===== src/sv/sld_pkg.sv =====
`timescale 1ns / 1ps

package sld_pkg;

    // Sync pair that opens every frame
    localparam logic [7:0] SYNC_FIRST  = 8'hBB;
    localparam logic [7:0] SYNC_SECOND = 8'hAA;

    localparam int unsigned BYTE_W = 8;
    localparam int unsigned KIND_W = 3;

    // Result tag carried on the master-side tuser
    typedef enum logic [KIND_W-1:0] {
        KIND_NONE = 3'd0,
        KIND_TYPE = 3'd1,
        KIND_LEN  = 3'd2,
        KIND_DATA = 3'd3,
        KIND_GOOD = 3'd4,
        KIND_BAD  = 3'd5
    } t_kind;

    // Result word fields in tdata order, highest bits first
    typedef struct packed {
        logic [BYTE_W-1:0] computed_check;
        logic [BYTE_W-1:0] frame_length;
        logic [BYTE_W-1:0] frame_type;
        logic [BYTE_W-1:0] payload_index;
        logic [BYTE_W-1:0] value;
    } t_result;

endpackage


===== src/sv/sync_length_xor_deframer.sv =====
`timescale 1ns / 1ps

// Receive-side frame parser for a byte stream framed as
//   0xBB 0xAA <type> <length> <payload x length> <check>
// where check is the XOR of both sync bytes, type, length and all payload.
//
// Slave side: one received byte per word on s_tdata.
// Master side: one result word per input word. tuser carries the kind
// (none, type, length, payload, frame good, frame bad); tdata carries the
// byte itself for type, length and payload, the payload index, the held type
// and length of the current frame and the running XOR (for good/bad: the
// value the check byte was compared to).
//
// Throughput is one word per cycle while results are taken; the parse step is
// a compare, an XOR and an 8-bit increment between the state registers and
// the result register. The result appears on m_tvalid in the cycle after the
// input is accepted. The block takes a new byte whenever the result register
// is empty or is being drained in the same cycle, so a stalled receiver stalls
// the input only while a result is waiting.
// Reset (synchronous, active low) returns the parser to hunting the first
// sync byte, clears the running XOR, count, held type and length, and
// empties the result register.
module sync_length_xor_deframer (
    input  logic        i_clk,
    input  logic        i_rst_n,
    input  logic        i_s_tvalid,
    output logic        o_s_tready,
    input  logic [7:0]  i_s_tdata,   // [7:0] rx_byte
    output logic        o_m_tvalid,
    input  logic        i_m_tready,
    output logic [39:0] o_m_tdata,   // [7:0] value, [15:8] payload_index,
                                     // [23:16] frame_type, [31:24] frame_length,
                                     // [39:32] computed_check
    output logic [2:0]  o_m_tuser    // [2:0] kind
);

    typedef enum logic [2:0] {
        PH_HUNT1 = 3'd0,
        PH_HUNT2 = 3'd1,
        PH_TYPE  = 3'd2,
        PH_LEN   = 3'd3,
        PH_DATA  = 3'd4,
        PH_CHECK = 3'd5
    } t_phase;

    localparam int unsigned BW = sld_pkg::BYTE_W;

    t_phase            r_phase, n_phase;
    logic [BW-1:0]     r_check, n_check;
    logic [BW-1:0]     r_count, n_count;
    logic [BW-1:0]     r_len,   n_len;
    logic [BW-1:0]     r_type,  n_type;

    logic              r_m_valid;
    sld_pkg::t_kind    r_kind, n_kind;
    sld_pkg::t_result  r_res,  n_res;

    logic              s_accept;
    logic              m_accept;
    logic [BW-1:0]     rx;
    logic [BW-1:0]     n_value;
    logic [BW-1:0]     n_index;
    logic [BW-1:0]     count_inc;

    assign rx         = i_s_tdata;
    assign o_s_tready = !r_m_valid || i_m_tready;
    assign s_accept   = i_s_tvalid && o_s_tready;
    assign m_accept   = r_m_valid && i_m_tready;
    assign count_inc  = r_count + 1'b1;

    // One parse step for the byte on the slave side
    always_comb begin
        n_phase = r_phase;
        n_check = r_check;
        n_count = r_count;
        n_len   = r_len;
        n_type  = r_type;
        n_kind  = sld_pkg::KIND_NONE;
        n_value = '0;
        n_index = '0;
        unique case (r_phase)
            PH_HUNT1: begin
                if (rx == sld_pkg::SYNC_FIRST) begin
                    n_check = sld_pkg::SYNC_FIRST;
                    n_phase = PH_HUNT2;
                end else begin
                    n_check = '0;
                end
            end
            PH_HUNT2: begin
                // a broken pair drops back to hunting without rechecking this byte
                if (rx == sld_pkg::SYNC_SECOND) begin
                    n_check = sld_pkg::SYNC_FIRST ^ sld_pkg::SYNC_SECOND;
                    n_phase = PH_TYPE;
                end else begin
                    n_check = '0;
                    n_phase = PH_HUNT1;
                end
            end
            PH_TYPE: begin
                n_type  = rx;
                n_check = r_check ^ rx;
                n_kind  = sld_pkg::KIND_TYPE;
                n_value = rx;
                n_phase = PH_LEN;
            end
            PH_LEN: begin
                n_len   = rx;
                n_check = r_check ^ rx;
                n_kind  = sld_pkg::KIND_LEN;
                n_value = rx;
                n_count = '0;
                // zero length goes straight to the check byte
                n_phase = (rx != '0) ? PH_DATA : PH_CHECK;
            end
            PH_DATA: begin
                n_check = r_check ^ rx;
                n_kind  = sld_pkg::KIND_DATA;
                n_value = rx;
                n_index = r_count;
                n_count = count_inc;
                if (count_inc >= r_len) begin
                    n_phase = PH_CHECK;
                end
            end
            PH_CHECK: begin
                // check byte is compared, not folded in
                n_kind  = (r_check == rx) ? sld_pkg::KIND_GOOD : sld_pkg::KIND_BAD;
                n_phase = PH_HUNT1;
            end
            default: begin
                n_check = '0;
                n_phase = PH_HUNT1;
            end
        endcase
        n_res.value          = n_value;
        n_res.payload_index  = n_index;
        n_res.frame_type     = n_type;
        n_res.frame_length   = n_len;
        n_res.computed_check = n_check;
    end

    // Parser state and the result register; load on accept, hold otherwise
    always_ff @(posedge i_clk) begin
        if (!i_rst_n) begin
            r_phase   <= PH_HUNT1;
            r_check   <= '0;
            r_count   <= '0;
            r_len     <= '0;
            r_type    <= '0;
            r_m_valid <= 1'b0;
            r_kind    <= sld_pkg::KIND_NONE;
            r_res     <= '0;
        end else begin
            if (s_accept) begin
                r_phase   <= n_phase;
                r_check   <= n_check;
                r_count   <= n_count;
                r_len     <= n_len;
                r_type    <= n_type;
                r_m_valid <= 1'b1;
                r_kind    <= n_kind;
                r_res     <= n_res;
            end else if (m_accept) begin
                r_m_valid <= 1'b0;
            end
        end
    end

    assign o_m_tvalid = r_m_valid;
    assign o_m_tdata  = r_res;
    assign o_m_tuser  = r_kind;

    // A frame always ends by returning to the hunt
    a_check_to_hunt: assert property (@(posedge i_clk) disable iff (!i_rst_n)
        s_accept && r_phase == PH_CHECK |=> r_phase == PH_HUNT1)
        else $error("check byte did not return parser to hunt");

    // The type byte is tagged and held
    a_type_tagged: assert property (@(posedge i_clk) disable iff (!i_rst_n)
        s_accept && r_phase == PH_TYPE |=>
            r_m_valid && r_kind == sld_pkg::KIND_TYPE && r_type == $past(rx))
        else $error("type byte not tagged or held");

    // A completed sync pair seeds the running XOR
    a_sync_seed: assert property (@(posedge i_clk) disable iff (!i_rst_n)
        s_accept && r_phase == PH_HUNT2 && rx == sld_pkg::SYNC_SECOND |=>
            r_check == (sld_pkg::SYNC_FIRST ^ sld_pkg::SYNC_SECOND) && r_phase == PH_TYPE)
        else $error("sync pair did not seed the check");

    // While in the payload the count stays below the held length
    a_count_range: assert property (@(posedge i_clk) disable iff (!i_rst_n)
        r_phase == PH_DATA |-> r_count < r_len)
        else $error("payload count overran length");

    // A waiting result is never overwritten without being taken
    a_no_overwrite: assert property (@(posedge i_clk) disable iff (!i_rst_n)
        r_m_valid && !i_m_tready |=> r_m_valid && $stable(r_res) && $stable(r_kind))
        else $error("pending result lost");

endmodule


===== config.mk =====
export PLATFORM = sky130hd
export DESIGN_NAME = sync_length_xor_deframer
export DESIGN_NICKNAME = d
export VERILOG_FILES = /design/src/sv/sld_pkg.sv /design/src/sv/sync_length_xor_deframer.sv
export SDC_FILE = /design/constraint.sdc
export NUM_CORES = 1
export LEC_CHECK = 0
export BUFFER_PORTS_ARGS = -buffer_cell sky130_fd_sc_hd__buf_4
export CORE_MARGIN = 4
export CORE_UTILIZATION = 55
export CTS_CLUSTER_DIAMETER = 100
export DETAILED_ROUTE_END_ITERATION = 12
export HOLD_SLACK_MARGIN = 0.15
export PLACE_DENSITY = 0.84
export SLEW_MARGIN = 20
export SYNTH_ARGS = -nofsm -noshare
export SYNTH_HDL_FRONTEND = slang
export SYNTH_SLANG_ARGS = --single-unit

===== constraint.sdc =====
create_clock -name i_clk -period 2.88 [get_ports i_clk]
set_input_delay 0.288 -clock i_clk [delete_from_list [all_inputs] [get_ports i_clk]]
set_output_delay 0.288 -clock i_clk [all_outputs]
set_load 0.01 [all_outputs]

==> impl_metrics.json, run 1 <==
{
  "wl_per_cell_um": 15.5,
  "fillCellCount": 397,
  "critPathMaxFanout": 6,
  "drtIter0Drc": 249,
  "gp_congestion": 0.903,
  "layout_common_cells": "buf_4 (57), dfxtp_1 (55), nand2_1 (30), o21ai_0 (30), nor2b_1 (26)",
  "path_cells": "ha_1 > nand3_1 > nor2_1 > xor2_1 > ha_1 > nand4_1 > a21oi_1 > a21oi_1 > or4_1 > a21boi_1",
  "rsz0062_at_grt": "false",
  "synth-edff-count": 0,
  "hold_viol_final": 0,
  "postCtsSetupBuffers": 0,
  "cts_tree": "done",
  "crit_required_ns": 3.13,
  "worst_slew_pin_slew_ns": 0.629,
  "p_leak_nw": 1.34,
  "nets": 387,
  "yosysUniqueCellTypes": 46,
  "cp_num_buf_inv": 0,
  "final_antenna_net_count": 0,
  "peakVddDrop_v": 0.000231,
  "post-place-cells": 425,
  "r2r_cells": 10,
  "first_pass_iters": 4,
  "crit_type": "register to register",
  "synth_flop_cell": "dfxtp_1",
  "ios": 57,
  "outcome": "complete, no violations",
  "dp_slack_ns": 0.441,
  "p_total_mw": 1.38,
  "drv_cap": 0,
  "slew_violations": 0,
  "synth_area_um2": 2820,
  "cts_root_buffer": "clkbuf_8",
  "grt-ovfl-total": 0,
  "layout_commonest_cell": "buf_4",
  "synth-warning-count": 0,
  "final.setup.tns_ns": 0,
  "cts_buffers": 5,
  "seq_area_frac_synth": 0.391,
  "area_delta_synth_final_pct": 18.3,
  "post-route-min-period_ns": 2.69,
  "setup_violations": 0,
  "diodes": 0,
  "vias": 2489,
  "io_buffers": 56,
  "rows": 25,
  "layout-drive-gt1-share": 0.194,
  "startpoint_type": "register",
  "clkTransAtPathRegs_ns": 0.09,
  "ff2ff_setup_slack_ns": 0.19,
  "htreeDepth": 2,
  "grt_pass1_wl_mm": 11.3,
  "power_density_nw_per_um2": 414,
  "die_area_um2": 6330,
  "fp.coreArea_um2": 4850,
  "grt_usage": 0.223,
  "slowest_stage": "or4_1",
  "clk_latency_ns": 0.31,
  "ctsLongestPathBuffers": 2,
  "start_util": 0.581,
  "period_share": 0.934,
  "max_freq_mhz": 372,
  "crit_family": "simple AND/OR/NAND/NOR gates",
  "route.detailed.drc": 0,
  "instances_no_fill": 433,
  "antenna_found_initial": 0,
  "timing.hold.ws_ns": 0.271,
  "relSlewSlack": 0.578,
  "worstPathArrival_ns": 2.94,
  "fp.dieW_um": 79.6,
  "grt_pass1_vias": 2392,
  "setup.worst_path.start": "r_count[0]",
  "cts_resized": 0,
  "cp_slowest_stage_delay_ns": 0.53,
  "hold_depth": 3,
  "reg2reg_to": "r_phase[1]",
  "critical_path.endpoint": "r_phase[1]",
  "syn-num-nets": 346,
  "r2r-start": "r_count[0]",
  "cp.depth": 10,
  "cts.sinks": 55,
  "fin_ws_ns": 0.189,
  "fp.dieH_um": 79.6,
  "cts_hold_buffers": 0,
  "synthesis.instances": 324,
  "hpwl_mm": 4.63,
  "hold_class": "input port to register",
  "synth_area_per_cell_um2": 8.69,
  "endpoint_kind": "register",
  "grt_max_degree": 53,
  "synth-seq-cells": 55,
  "synthArstFlopShare": 0,
  "drt_wl_total_mm": 6.70,
  "final.setup_skew_ns": 0.00892,
  "viasPerCell": 5.75
}
[per-stage QoR]
stage | util | cell area [um2]
final | 0.687 | 3330
after global routing | 0.687 | 3330
after CTS | 0.687 | 3330
after detailed placement | 0.663 | 3210
after global placement | 0.663 | 3210
after floorplan | - | 2820
[flip-flops by register name, summed over array words and instances (netlist names)]
name and cells:
r_phase 3, r_count 8, o_m_tvalid 1, o_m_tdata 40, o_m_tuser 3
[routing by layer]
layer	GRT usage	vias up	part of all wire
met1	0.284	1159	0.44
li1	-	1221	-
met2	0.371	99	0.47
met5	0	-	0
met3	0.0440	10	0.074
met4	0.0825	0	0.016
[how the worst min path moves through the flow]
| stage | from | to |
|---|---|---|
| floorplan | i_s_tvalid | o_m_tvalid |
| global placement | o_m_tuser[0] | o_m_tuser[0] |
| detailed placement | o_m_tuser[0] | o_m_tuser[0] |
| CTS | i_s_tvalid | o_m_tvalid |
| global route | i_s_tvalid | o_m_tvalid |
| finish | i_s_tvalid | o_m_tvalid |
[worst min-delay path, stage by stage]
cell and delay (ns):
buf_4 0.13, inv_1 0.05, a21boi_0 0.06
[layout make-up]
class                   instances  area [um2]  share of cell area
well taps                      67        83.8              0.0252
repair buffers                 57         428               0.128
clock buffers                   6        82.6              0.0248
flip-flops and latches         55        1100               0.330
multi-input cells             234        1560               0.467
inverters                      12        45.0              0.0135
clock inverters                 2        35.0              0.0105
[cell usage after synthesis (2+ instances only)]
| library cell | number | share of area |
|---|---|---|
| a21oi_1 | 10 | 0.018 |
| nor2b_1 | 26 | 0.058 |
| xnor2_1 | 11 | 0.034 |
| clkbuf_1 | 13 | 0.017 |
| nand2b_1 | 3 | 0.0067 |
| nor4_1 | 3 | 0.0067 |
| a22o_1 | 6 | 0.019 |
| and2_1 | 11 | 0.024 |
| o21ai_0 | 30 | 0.053 |
| a21boi_1 | 5 | 0.013 |
| or4b_1 | 2 | 0.0071 |
| dfxtp_1 | 55 | 0.39 |
| nor3_1 | 4 | 0.0071 |
| and3_1 | 3 | 0.0067 |
| nor2_1 | 11 | 0.015 |
| mux2i_1 | 17 | 0.060 |
| o211ai_1 | 2 | 0.0053 |
| a21o_1 | 2 | 0.0053 |
| ha_1 | 10 | 0.044 |
| buf_2 | 7 | 0.012 |
| a31oi_1 | 4 | 0.0089 |
| nor2_2 | 2 | 0.0044 |
| nand2_1 | 30 | 0.040 |
| nand3_1 | 6 | 0.011 |
| buf_6 | 2 | 0.0080 |
| o31ai_1 | 2 | 0.0053 |
| nand4b_1 | 2 | 0.0062 |
| a22oi_1 | 10 | 0.027 |
| xor2_1 | 3 | 0.0093 |
| nand4_1 | 6 | 0.013 |
| inv_1 | 11 | 0.015 |
[cell families after synthesis]
logic type / count (synthesis) / share of synthesized area
mux: 17 / 0.0604
xor+xnor: 14 / 0.0435
buf+inv: 35 / 0.0564
flops: 55 / 0.391
fa+ha+maj: 10 / 0.0444
compound gates: 80 / 0.187
simple gates: 113 / 0.218
[where the power goes]
group          internal, mW  total, mW  switching [mW]
Combinational        0.0309     0.0825          0.0516
Clock                 0.282      0.534           0.252
Sequential            0.762      0.763         0.00113
Power figures use the tool's default switching activity.
==> run 2, diff against run 1 <==
--- a/config.mk
+++ b/config.mk
@@ -7,11 +7,11 @@
 export LEC_CHECK = 0
 export BUFFER_PORTS_ARGS = -buffer_cell sky130_fd_sc_hd__buf_4
 export CORE_MARGIN = 4
-export CORE_UTILIZATION = 55
+export CORE_UTILIZATION = 31
 export CTS_CLUSTER_DIAMETER = 100
 export DETAILED_ROUTE_END_ITERATION = 12
 export HOLD_SLACK_MARGIN = 0.15
-export PLACE_DENSITY = 0.84
+export PLACE_DENSITY = 0.54
 export SLEW_MARGIN = 20
 export SYNTH_ARGS = -nofsm -noshare
 export SYNTH_HDL_FRONTEND = slang
==> impl_metrics.json, run 2 (synthesis results as in run 1) <==
{
  "clk_latency_ns": 0.31,
  "final.setup_skew_ns": 0.0132,
  "p_total_mw": 1.35,
  "fillCellCount": 911,
  "hold_class": "input port to register",
  "start_util": 0.321,
  "peakVddDrop_v": 0.000178,
  "post-route-min-period_ns": 2.53,
  "final_antenna_net_count": 0,
  "cts_buffers": 5,
  "setup_violations": 0,
  "drv_cap": 0,
  "fp.dieH_um": 103,
  "cts_hold_buffers": 0,
  "cts_root_buffer": "clkbuf_8",
  "route.detailed.drc": 0,
  "drt_wl_total_mm": 7.17,
  "rsz0062_at_grt": "false",
  "diodes": 0,
  "fp.dieW_um": 103,
  "cts.sinks": 55,
  "layout_commonest_cell": "buf_4",
  "cts_tree": "done",
  "ctsLongestPathBuffers": 2,
  "layout_common_cells": "buf_4 (57), dfxtp_1 (55), nand2_1 (30), o21ai_0 (30), nor2b_1 (26)",
  "fp.coreArea_um2": 8760,
  "worst_slew_pin_slew_ns": 0.559,
  "critPathMaxFanout": 6,
  "multi_input_comb_area_um2": 1560,
  "relSlewSlack": 0.627,
  "htreeDepth": 2,
  "wl_per_cell_um": 15.2,
  "grt_usage": 0.139,
  "outcome": "complete, no violations",
  "max_freq_mhz": 395,
  "io_buffers": 56,
  "rows": 34,
  "nets": 387,
  "endpoint_kind": "register",
  "crit_required_ns": 3.11,
  "cts_resized": 0,
  "layout-drive-gt1-share": 0.189,
  "grt-ovfl-total": 0,
  "hold_viol_final": 0,
  "antenna_found_initial": 0,
  "viasPerCell": 5.08,
  "first_pass_iters": 4,
  "area_delta_synth_final_pct": 19.6,
  "gp_congestion": 0.811,
  "ios": 57,
  "clkTransAtPathRegs_ns": 0.10,
  "drtIter0Drc": 98,
  "final.setup.tns_ns": 0,
  "grt_pass1_wl_mm": 11.8,
  "die_area_um2": 10700,
  "postCtsSetupBuffers": 0,
  "slew_violations": 0,
  "grt_max_degree": 53,
  "worstPathArrival_ns": 2.77,
  "vias": 2405,
  "grt_pass1_vias": 2269,
  "largest_reg_flops": 40,
  "post-place-cells": 466,
  "power_density_nw_per_um2": 401,
  "period_share": 0.879,
  "p_leak_nw": 1.33,
  "seqCellArea_um2": 1100,
  "startpoint_type": "register",
  "timing.hold.ws_ns": 0.276,
  "crit_type": "register to register",
  "instances_no_fill": 473,
  "hpwl_mm": 5.08
}
run 2: area by class of cell:
type / count / area share
Sequential cell: 55 / 0.327
Tap cell: 108 / 0.0401
Clock buffer: 6 / 0.0215
Multi-Input combinational cell: 234 / 0.462
Inverter: 12 / 0.0134
Clock inverter: 1 / 0.00892
Timing Repair Buffer: 57 / 0.127
run 2: layer usage:
layer / vias up / track usage / routed length [um]
li1: 1223 / - / -
met1: 1133 / 0.200 / 3540
met2: 43 / 0.216 / 3270
met3: 6 / 0.0228 / 286
met4: 0 / 0.0359 / 85
met5: - / 0 / 0
run 2: critical path, cell delays in order (launching register included):
cell,delay [ns]
dfxtp_1,0.47
ha_1,0.27
nand3_1,0.18
nor2_1,0.17
xor2_1,0.10
ha_1,0.29
nand2_1,0.05
o2111ai_1,0.19
a21oi_1,0.10
or4_1,0.51
a21boi_1,0.13
run 2: where the power goes:
group	internal [mW]	total [mW]	switching [mW]
Sequential	0.762	0.763	0.00119
Combinational	0.0309	0.0836	0.0527
Clock	0.256	0.506	0.250
Total	1.05	1.35	0.304
run 2: worst paths after layout:
kind | start | endpoint | depth (start not counted) | slack [ns]
min | i_s_tvalid | o_m_tvalid | 3 | 0.28
min reg2reg | r_count[7] | r_count[7] | 1 | 0.50
max reg2reg | r_count[0] | r_phase[1] | 10 | 0.35
max | r_count[0] | r_phase[1] | 10 | 0.35
run 2: stage by stage:
step	util	setup WS (ns)	instance area, um2
floorplan	-	0.609	2820
global placement	0.373	0.493	3270
detailed placement	0.373	0.404	3270
CTS	0.384	0.353	3370
global route	0.384	0.100	3370
finish	0.384	0.347	3370
==> run 3, diff against run 2 <==
--- a/config.mk
+++ b/config.mk
@@ -5,7 +5,7 @@
 export SDC_FILE = /design/constraint.sdc
 export NUM_CORES = 1
 export LEC_CHECK = 0
-export BUFFER_PORTS_ARGS = -buffer_cell sky130_fd_sc_hd__buf_4
+export BUFFER_PORTS_ARGS = -buffer_cell sky130_fd_sc_hd__buf_2
 export CORE_MARGIN = 4
 export CORE_UTILIZATION = 31
 export CTS_CLUSTER_DIAMETER = 100
==> constraint.sdc (replaced) <==
create_clock -name i_clk -period 2.69 [get_ports i_clk]
set_input_delay 0.269 -clock i_clk [delete_from_list [all_inputs] [get_ports i_clk]]
set_output_delay 0.269 -clock i_clk [all_outputs]
set_load 0.01 [all_outputs]
==> impl_metrics.json, run 3 (synthesis results as in run 1) <==
{
  "outcome": "complete, no violations",
  "p_sw_uw": 347,
  "cts_resized": 0,
  "nets": 391,
  "final.setup_skew_ns": 0.00676,
  "die_area_um2": 10700,
  "crit_required_ns": 2.94,
  "clkTransAtPathRegs_ns": 0.10,
  "viasPerCell": 5.08,
  "fp.dieW_um": 103,
  "max_freq_mhz": 398,
  "critPathMaxFanout": 6,
  "path_cells": "ha_2 > nand3_1 > nor2_1 > xor2_1 > ha_1 > nand2_1 > o2111ai_1 > a21oi_1 > or4_1 > a21boi_1",
  "p_clk_frac": 0.357,
  "io_buffers": 56,
  "cts_hold_buffers": 0,
  "peakVddDrop_v": 0.000230,
  "cts_tree": "done",
  "ios": 57,
  "endpoint_kind": "register",
  "gp_congestion": 0.843,
  "final_antenna_net_count": 0,
  "grt_max_degree": 49,
  "grt_usage": 0.141,
  "grt_pass1_vias": 2361,
  "diodes": 0,
  "worstPathArrival_ns": 2.77,
  "grt_pass1_wl_mm": 12.0,
  "cp_slowest_stage_delay_ns": 0.51,
  "p_leak_nw": 1.34,
  "postCtsSetupBuffers": 0,
  "cts_root_buffer": "clkbuf_8",
  "p_int_mw": 1.06,
  "relSlewSlack": 0.625,
  "clk_latency_ns": 0.31,
  "fp.coreArea_um2": 8760,
  "largest_reg_flops": 40,
  "drt_wl_total_mm": 7.36,
  "layout-drive-gt1-share": 0.205,
  "hold_class": "input port to register",
  "fp.dieH_um": 103,
  "area_delta_synth_final_pct": 15.5,
  "cts.sinks": 55,
  "rows": 34,
  "hpwl_mm": 5.27,
  "vias": 2429,
  "final_core_util": 0.371,
  "seqPwrFrac": 0.582,
  "drv_cap": 0,
  "layout_commonest_cell": "buf_2",
  "route.detailed.drc": 0,
  "htreeDepth": 2,
  "timing.hold.ws_ns": 0.259,
  "setup_violations": 0,
  "switching_share": 0.248,
  "start_util": 0.321,
  "cts_buffers": 5,
  "wl_per_cell_um": 15.4,
  "p_total_mw": 1.40,
  "crit_type": "register to register",
  "drtIter0Drc": 137,
  "slowest_stage": "or4_1",
  "rsz0062_at_grt": "false",
  "post-route-min-period_ns": 2.52,
  "slew_violations": 0,
  "grt-ovfl-total": 0,
  "p_comb_frac": 0.061,
  "final.setup.tns_ns": 0,
  "period_share": 0.935,
  "hold_viol_final": 0,
  "layout_common_cells": "buf_2 (56), dfxtp_1 (54), nand2_1 (30), o21ai_0 (30), nor2b_1 (26)",
  "worst_slew_pin_slew_ns": 0.561,
  "first_pass_iters": 4,
  "ctsLongestPathBuffers": 2,
  "antenna_found_initial": 0,
  "power_density_nw_per_um2": 431,
  "startpoint_type": "register"
}
## run 3: changes by cell type in the layout (fill, tap and decap cells not counted)
cell / change
clkinv_4: +1
buf_2: +56
clkbuf_8: +1
bufinv_16: -1
dfxtp_2: +1
ha_2: +1
dfxtp_1: -1
buf_4: -52
ha_1: -1
## run 3: metrics by stage
stage	cell area [um2]	cells	worst slack, ns
CTS	3250	478	0.137
global route	3250	478	0.00588
finish	3250	478	0.175
floorplan	2820	324	0.419
detailed placement	3160	470	0.181
global placement	3160	470	0.302
## run 3: worst max-delay path: cells and delay by family (launching register included)
| kind | cells | cell delay (ns) |
|---|---|---|
| adders and majority gates | 2 | 0.57 |
| AOI/OAI and AO/OA | 3 | 0.45 |
| xor gates and xnor gates | 1 | 0.10 |
| DFF | 1 | 0.44 |
| and+or+nand+nor | 4 | 0.90 |
## run 3: final timing paths
path / start / endpoint / slack [ns] / cells after the start
max: r_count[1] / r_phase[1] / 0.17 / 10
min: i_s_tvalid / o_m_tvalid / 0.26 / 3
max reg2reg: r_count[1] / r_phase[1] / 0.17 / 10
min reg2reg: o_m_tuser[0] / o_m_tuser[0] / 0.50 / 2
## run 3: power by group through the flow
stage	clock network, mW	logic [mW]	registers, mW
2_1_floorplan	0	0.0580	0.836
3_3_place_gp	0	0.0852	0.835
3_5_place_dp	0	0.0849	0.836
4_1_cts	0.514	0.0856	0.817
5_1_grt	0.542	0.0925	0.817
6_report	0.501	0.0852	0.817
## run 3: layer usage
| layer | part of all wire | global-route usage |
|---|---|---|
| met5 | 0 | 0 |
| met2 | 0.47 | 0.223 |
| met3 | 0.038 | 0.0262 |
| met1 | 0.49 | 0.197 |
| met4 | 0.010 | 0.0408 |
## run 3: area by class of cell
type / count / area, um2
inverter: 12 / 45.0
clock inverter: 1 / 8.76
multi-input combinational: 234 / 1560
timing repair buffer: 61 / 318
fill: 916 / 5510
sequential: 55 / 1100
tap: 108 / 135
clock buffer: 7 / 86.3
